==> src/mf_pkg.sv <==
// Shared types, constants and helper functions for the mean filter core.
// No dependencies.
package mf_pkg;

    localparam int PIX_W         = 8;
    localparam int IW_W          = 11;
    localparam int IH_W          = 13;
    localparam int OROW_W        = 12;
    localparam int CNT_W         = 13;
    localparam int CFG_W         = 13;
    localparam int CFG_IDX_W     = 2;
    localparam int WIN           = 5;
    localparam int LINE_COUNT    = 4;
    localparam int LINE_W        = $clog2(LINE_COUNT);
    localparam int DEF_MAX_WIDTH = 1024;
    localparam int MAX_HEIGHT    = 4096;
    localparam int Q_DEPTH       = 4;
    localparam int Q_LVL_W       = $clog2(Q_DEPTH + 1);
    localparam int TAP_W         = 10;
    localparam int RSUM_W        = 12;
    localparam int SUM_W         = 14;
    localparam int RECIP_W       = 15;
    localparam int PROD_W        = SUM_W + RECIP_W;
    localparam int DIV_SHIFT     = 18;

    localparam logic [RECIP_W-1:0] RECIP_9  = 15'd29128;
    localparam logic [RECIP_W-1:0] RECIP_35 = 15'd7490;

    localparam logic [CFG_IDX_W-1:0] REG_KERNEL = 2'd0;
    localparam logic [CFG_IDX_W-1:0] REG_WIDTH  = 2'd1;
    localparam logic [CFG_IDX_W-1:0] REG_HEIGHT = 2'd2;

    localparam logic [IW_W-1:0] RST_WIDTH  = 11'd640;
    localparam logic [IH_W-1:0] RST_HEIGHT = 13'd480;

    typedef logic [WIN-1:0][2:0] sel_vec_t;
    typedef logic [WIN-1:0][WIN-1:0][PIX_W-1:0] win_t;

    typedef struct packed {
        logic [WIN-1:0][PIX_W-1:0] px;
        logic                      emit;
        logic                      last;
        logic                      ksel;
        sel_vec_t                  age_sel;
        sel_vec_t                  row_sel;
    } col_entry_t;

    function automatic logic [1:0] tap_weight(input logic ksel, input int i, input int j);
        int di;
        int dj;
        int m;
        di = (i > 2) ? i - 2 : 2 - i;
        dj = (j > 2) ? j - 2 : 2 - j;
        m  = (di > dj) ? di : dj;
        if (ksel)
            return 2'(3 - m);
        else
            return (m <= 1) ? 2'd1 : 2'd0;
    endfunction

endpackage

==> src/mf_queue.sv <==
// Short queue of assembled columns between front and back ends.
// Depends on mf_pkg.
module mf_queue
    import mf_pkg::*;
(
    input  logic               clk,
    input  logic               rst_n,
    input  logic               push_v,
    input  col_entry_t         push_data,
    input  logic               pop,
    output logic               q_valid,
    output col_entry_t         q_data,
    output logic [Q_LVL_W-1:0] q_level
);

    localparam int PW = $clog2(Q_DEPTH);

    col_entry_t         slot_reg [Q_DEPTH];
    logic [PW-1:0]      wr_ptr_reg, rd_ptr_reg;
    logic [Q_LVL_W-1:0] cnt_reg;
    logic               do_pop;

    assign do_pop  = pop && (cnt_reg != '0);
    assign q_valid = cnt_reg != '0;
    assign q_data  = slot_reg[rd_ptr_reg];
    assign q_level = cnt_reg;

    always_ff @(posedge clk or negedge rst_n)
    begin
        if (!rst_n)
        begin
            wr_ptr_reg <= '0;
            rd_ptr_reg <= '0;
            cnt_reg    <= '0;
        end
        else
        begin
            if (push_v)
                wr_ptr_reg <= wr_ptr_reg + PW'(1);
            if (do_pop)
                rd_ptr_reg <= rd_ptr_reg + PW'(1);
            cnt_reg <= cnt_reg + Q_LVL_W'(push_v) - Q_LVL_W'(do_pop);
        end
    end

    always_ff @(posedge clk)
    begin
        if (push_v)
            slot_reg[wr_ptr_reg] <= push_data;
    end

endmodule

==> config.mk <==
export PLATFORM = sky130hd
export DESIGN_NAME = mf_queue
export DESIGN_NICKNAME = d
export VERILOG_FILES = /design/src/mf_pkg.sv /design/src/mf_queue.sv
export SDC_FILE = /design/constraint.sdc
export NUM_CORES = 1
export LEC_CHECK = 0
export BUFFER_PORTS_ARGS = -buffer_cell sky130_fd_sc_hd__buf_4
export CAP_MARGIN = 30
export CELL_PAD_IN_SITES_DETAIL_PLACEMENT = 1
export CELL_PAD_IN_SITES_GLOBAL_PLACEMENT = 1
export CORE_MARGIN = 4
export CORE_UTILIZATION = 40
export CTS_CLUSTER_DIAMETER = 40
export CTS_CLUSTER_SIZE = 10
export DETAILED_ROUTE_END_ITERATION = 10
export PLACE_DENSITY = 0.66
export SLEW_MARGIN = 20
export SYNTH_ARGS = -nofsm -noshare
export SYNTH_HDL_FRONTEND = slang
export SYNTH_SLANG_ARGS = --single-unit
==> constraint.sdc <==
create_clock -name clk -period 5.45 [get_ports clk]
set_clock_uncertainty 0.2 [all_clocks]
set_input_delay 0.2725 -clock clk [delete_from_list [all_inputs] [get_ports clk]]
set_output_delay 0.2725 -clock clk [all_outputs]
set_load 0.03 [all_outputs]
Word-level counts from Yosys, hierarchy flattened --
Memories as Yosys holds them, arrays and structs flattened. Index checks and enable logic that the tools add are counted.
Storage, ports and cells: memory bits (writable) 292, input port bits 77, memories 1, output and inout port bits 77, bits in registers 7, word-level logic and storage cells 12
Cells by class: add/subtract/negate cells 4, muxes and demuxes 2, reduce and logical (&&, ||, !) cells 2
Memories:
- slot_reg | depth 4, bits a word 73, read ports 1, clocked after memory_dff 0, wr ports 1, RTL line mf_queue.sv:18 | col_entry_t slot_reg [Q_DEPTH];
Operators with widths (number):
- $add A2 B1 Y2 const B | 2
- $add A3 B1 Y3 | 1
- $reduce_bool A3 Y1 | 1
- $sub A3 B1 Y3 | 1
- $mux W1 | 2
- $logic_and A1 B1 Y1 | 1

Depth between registers and ports, before layout --
depth after elaboration 3, gate-level depth with buffers 7, depth with buffers taken out 7

Least setup slack after synthesis --
Ideal clock, no wire load.
kind flip-flop to flip-flop, start point register wr_ptr_reg[0], end point memory slot_reg[0][0] in the netlist's numbering, enable pin, arrival time 2328 ps, data required time 4811 ps, cell stages (with the launch flop) 4, buffers on the path 0, library setup time 439 ps, slack 2483 ps, period minus slack after synthesis 2967 ps, path through dfrtp_1 inv_1 ha_1 and2_1
RTL lines:
- from (decl) | RTL line mf_queue.sv:19 | logic [PW-1:0] wr_ptr_reg, rd_ptr_reg;
- from (signal assigned) | RTL line mf_queue.sv:39 | wr_ptr_reg <= wr_ptr_reg + PW'(1);
- to (decl) | RTL line mf_queue.sv:18
Straight into the memory's write port.

==> impl_metrics.csv <==
group,metric,value,unit
placement,dpl.hpwl,12600,um
setup_path,required,4.98,ns
layout,area_delta_synth_final,32.8,%
logic_synthesis,synth_fa_ha_area_share,0.870,%
layout,fin_area,14500,um^2
global_route,met1_usage,19.6,%
timing,slew_violations,0,
floorplanning,die_h,173,um
clock_tree,cts.clk_slew.worst_paths,0.05,ns
placement,gp_congestion,0.655,
pwr,leakage,0.00508,uW
logic_synthesis,ys_warn_count,0,
layout,regArea,8950,um^2
clock_tree,max-clock-path-buffers,3,
floorplanning,ioPinCount,154,
setup_path,slowest_delay,0.55,ns
timing,tns,0,ns
layout,final_util,53.9,%
logic_synthesis,ys_types,18,
setup_path,path_max_fanout,24,
global_route,met2_usage,25.5,%
timing,fmax,343,MHz
setup_path,cp_slowest_cell,"mux4_2",
layout,largest_reg_flops,292,
detailed_routing,drc,0,
floorplanning,core_area,27000,um^2
floorplanning,fp-row-count,60,
timing,finalSetupViolCount,0,
detailed_routing,ant_nets,0,
timing,setup_ws,2.53,ns
clock_tree,cts_tree,"done",
detailed_routing,drt-pass1-iter-count,4,
timing,finalHoldViolCount,0,
clock_tree,numCtsBuffers,42,
layout,drive_gt1_share,41.9,%
layout,antenna_cells,0,
timing,rsz0062_at_grt,"false",
global_route,grt_pass1_vias,6175,
timing,worst_pin_slew,0.873,ns
detailed_routing,routed_wl,22300,um
outcome,outcome,"complete, no violations",
placement,dpl_cell_area,12500,um^2
detailed_routing,post_drt_wl_per_cell,21.3,um
layout,multi_input_area,1850,um^2
floorplanning,die_area,30000,um^2
pwr,total_power,8440,uW
setup_path,path_common_cell,"buf_4",
detailed_routing,avgViaCountPerCell,5.00,
clock_tree,clock_tree.root_cell,"clkbuf_16",
global_route,grt_max_degree,55,
floorplanning,initial_utilization,40.5,%
timing,period_share,53.6,%
clock_tree,clk_latency,0.49,ns
floorplanning,die_width,173,um
setup_path,end_kind,"output port",
detailed_routing,vias,5234,
logic_synthesis,synth_top_family_by_area,"multiplexers",
logic_synthesis,yosysSeqAreaShare,81.8,%
logic_synthesis,synth_mux_area_share,15.0,%
clock_tree,cts.sinks,299,
setup_path,startpoint_type,"flip-flop",
setup_path,cp.arrival,2.45,ns
layout,final_nets,765,
setup_path,critPathKind,"flip-flop to output port",
setup_path,crit_chain,"buf_4 > buf_12 > mux4_2 > buf_4",
logic_synthesis,yosysTopAreaCellShare,80.2,%
logic_synthesis,synth_top_cells_by_area,"edfxtp_1 80%, mux4_2 15%, dfrtp_1 1.6%, ha_1 0.69%, buf_6 0.62%",
logic_synthesis,yosys.area_share.simple,0.321,%
global_route,grt_pass1_wl,35600,um
job,maxCapViolations,0,
clock_tree,cts-resized-gates,0,
logic_synthesis,synth-compound-area-share,0.206,%
global_route,grtUsageMet3,4.38,%
layout,fillCellCount,2342,
pwr,ir_worst_vdd,301,uV
placement,io_buffers,153,
logic_synthesis,synth_nets,499,
global_route,globalRouteOverflowTotal,0,
logic_synthesis,syn_avg_cell_area,26.3,um^2
timing,timing.final.crit_period,2.92,ns
logic_synthesis,yosysTopAreaCell,"edfxtp_1",
logic_synthesis,syn-cell-area,10900,um^2
clock_tree,htree_levels,2,
logic_synthesis,postSynthCellCount,415,
global_route,antenna_found_initial,1,
global_route,grt_busiest_layer,"met2",
logic_synthesis,yosys_register_bits,299,
logic_synthesis,synth_xor_area_share,0.401,%
detailed_routing,drt_iter0_markers,247,
min_path,holdCritPathClass,"primary input to flip-flop",
pwr,power_density,582,nW/um^2
global_route,track_usage,15.2,%
placement,dp_worst_setup_slack,2.83,ns
timing,timing.slew.headroom,41.8,%
==> metal layers <==
layer / up-vias / routed length, um
met2: 168 / 11100
met4: 2 / 389
met3: 36 / 1400
met1: 2709 / 9380
met5: - / 7
li1: 2319 / -
==> cells in the final DEF, fill, tap and decap left out, types with 6 or more instances in the layout <==
cell type,synthesis,layout
clkinv_2,0,9
clkbuf_1,1,7
buf_4,2,159
edfxtp_1,292,292
clkinv_1,0,6
mux4_2,73,73
clkbuf_16,0,43
dlygate4sd3_1,0,77
inv_1,6,6
ha_1,6,6
==> stage by stage <==
step | cells | hold slack [ns]
2_1_floorplan | 415 | -0.223
3_3_place_gp | 899 | -0.109
3_5_place_dp | 900 | -0.104
4_1_cts | 1046 | 0.278
5_1_grt | 1047 | 0.300
6_report | 1047 | 0.309
==> layout make-up <==
| type | instances | area share (%) |
|---|---|---|
| clock buffers | 51 | 7.69 |
| multi-input cells | 94 | 12.7 |
| inverters | 6 | 0.155 |
| clock inverters | 18 | 0.940 |
| flip-flops and latches | 299 | 61.7 |
| well taps | 341 | 2.94 |
| repair buffers | 238 | 13.9 |
==> worst paths after layout <==
kind                                      startpoint                         to  slack [ns]  depth (start not counted)
max in group asynchronous                      rst_n  rd_ptr_reg[1]$_DFFE_PN0P_        4.20                          3
hold / removal                         push_data[67]  slot_reg[3][67]$_DFFE_PP_        0.31                          2
min in group asynchronous                      rst_n       q_level[1]$_DFF_PN0_        0.56                          3
setup reg to reg           wr_ptr_reg[0]$_DFFE_PN0P_  slot_reg[0][37]$_DFFE_PP_        3.08                          4
setup / recovery           rd_ptr_reg[0]$_DFFE_PN0P_                 q_data[48]        2.53                          4
hold reg to reg            wr_ptr_reg[0]$_DFFE_PN0P_  wr_ptr_reg[0]$_DFFE_PN0P_        0.35                          1
==> power breakdown <==
group / internal, uW / switching [uW]
Sequential: 3020 / 178
Combinational: 1180 / 1640
Clock: 1530 / 889
==> worst max-delay path, delay by kind of cell (launching register included) <==
kind | cells | cell delay, ns
DFF | 1 | 0.50
buffers and inverters | 3 | 0.87
muxes | 1 | 0.55
==> synth_stat cells <==
cell	count
and2_1	4
mux4_2	73
o21ai_0	1
ha_1	6
clkbuf_1	1
o311ai_0	1
or3_1	1
o31a_1	1
buf_2	7
xnor2_1	3
dfrtp_1	7
buf_4	2
buf_6	6
edfxtp_1	292
xor2_1	2
inv_1	6
nand2_1	1
fa_1	1
==> cells by family (layout without fill, tap and decap cells) <==
| kind of cell | count (synthesis) | in the layout |
|---|---|---|
| and+or+nand+nor | 6 | 6 |
| adders and majority gates | 7 | 7 |
| xor gates and xnor gates | 5 | 5 |
| muxes | 73 | 73 |
| buffers and inverters | 22 | 313 |
| AOI/OAI and AO/OA | 3 | 3 |
| DFF | 299 | 299 |
==> what timing repair did <==
| item | in CTS | in global routing |
|---|---|---|
| setup buffers | 0 | 0 |
| hold endpoints to repair | 304 | 0 |
| hold buffers | 77 | 0 |
| setup endpoints to repair | 0 | 0 |
No activity file was read; power rests on OpenSTA's default activity.
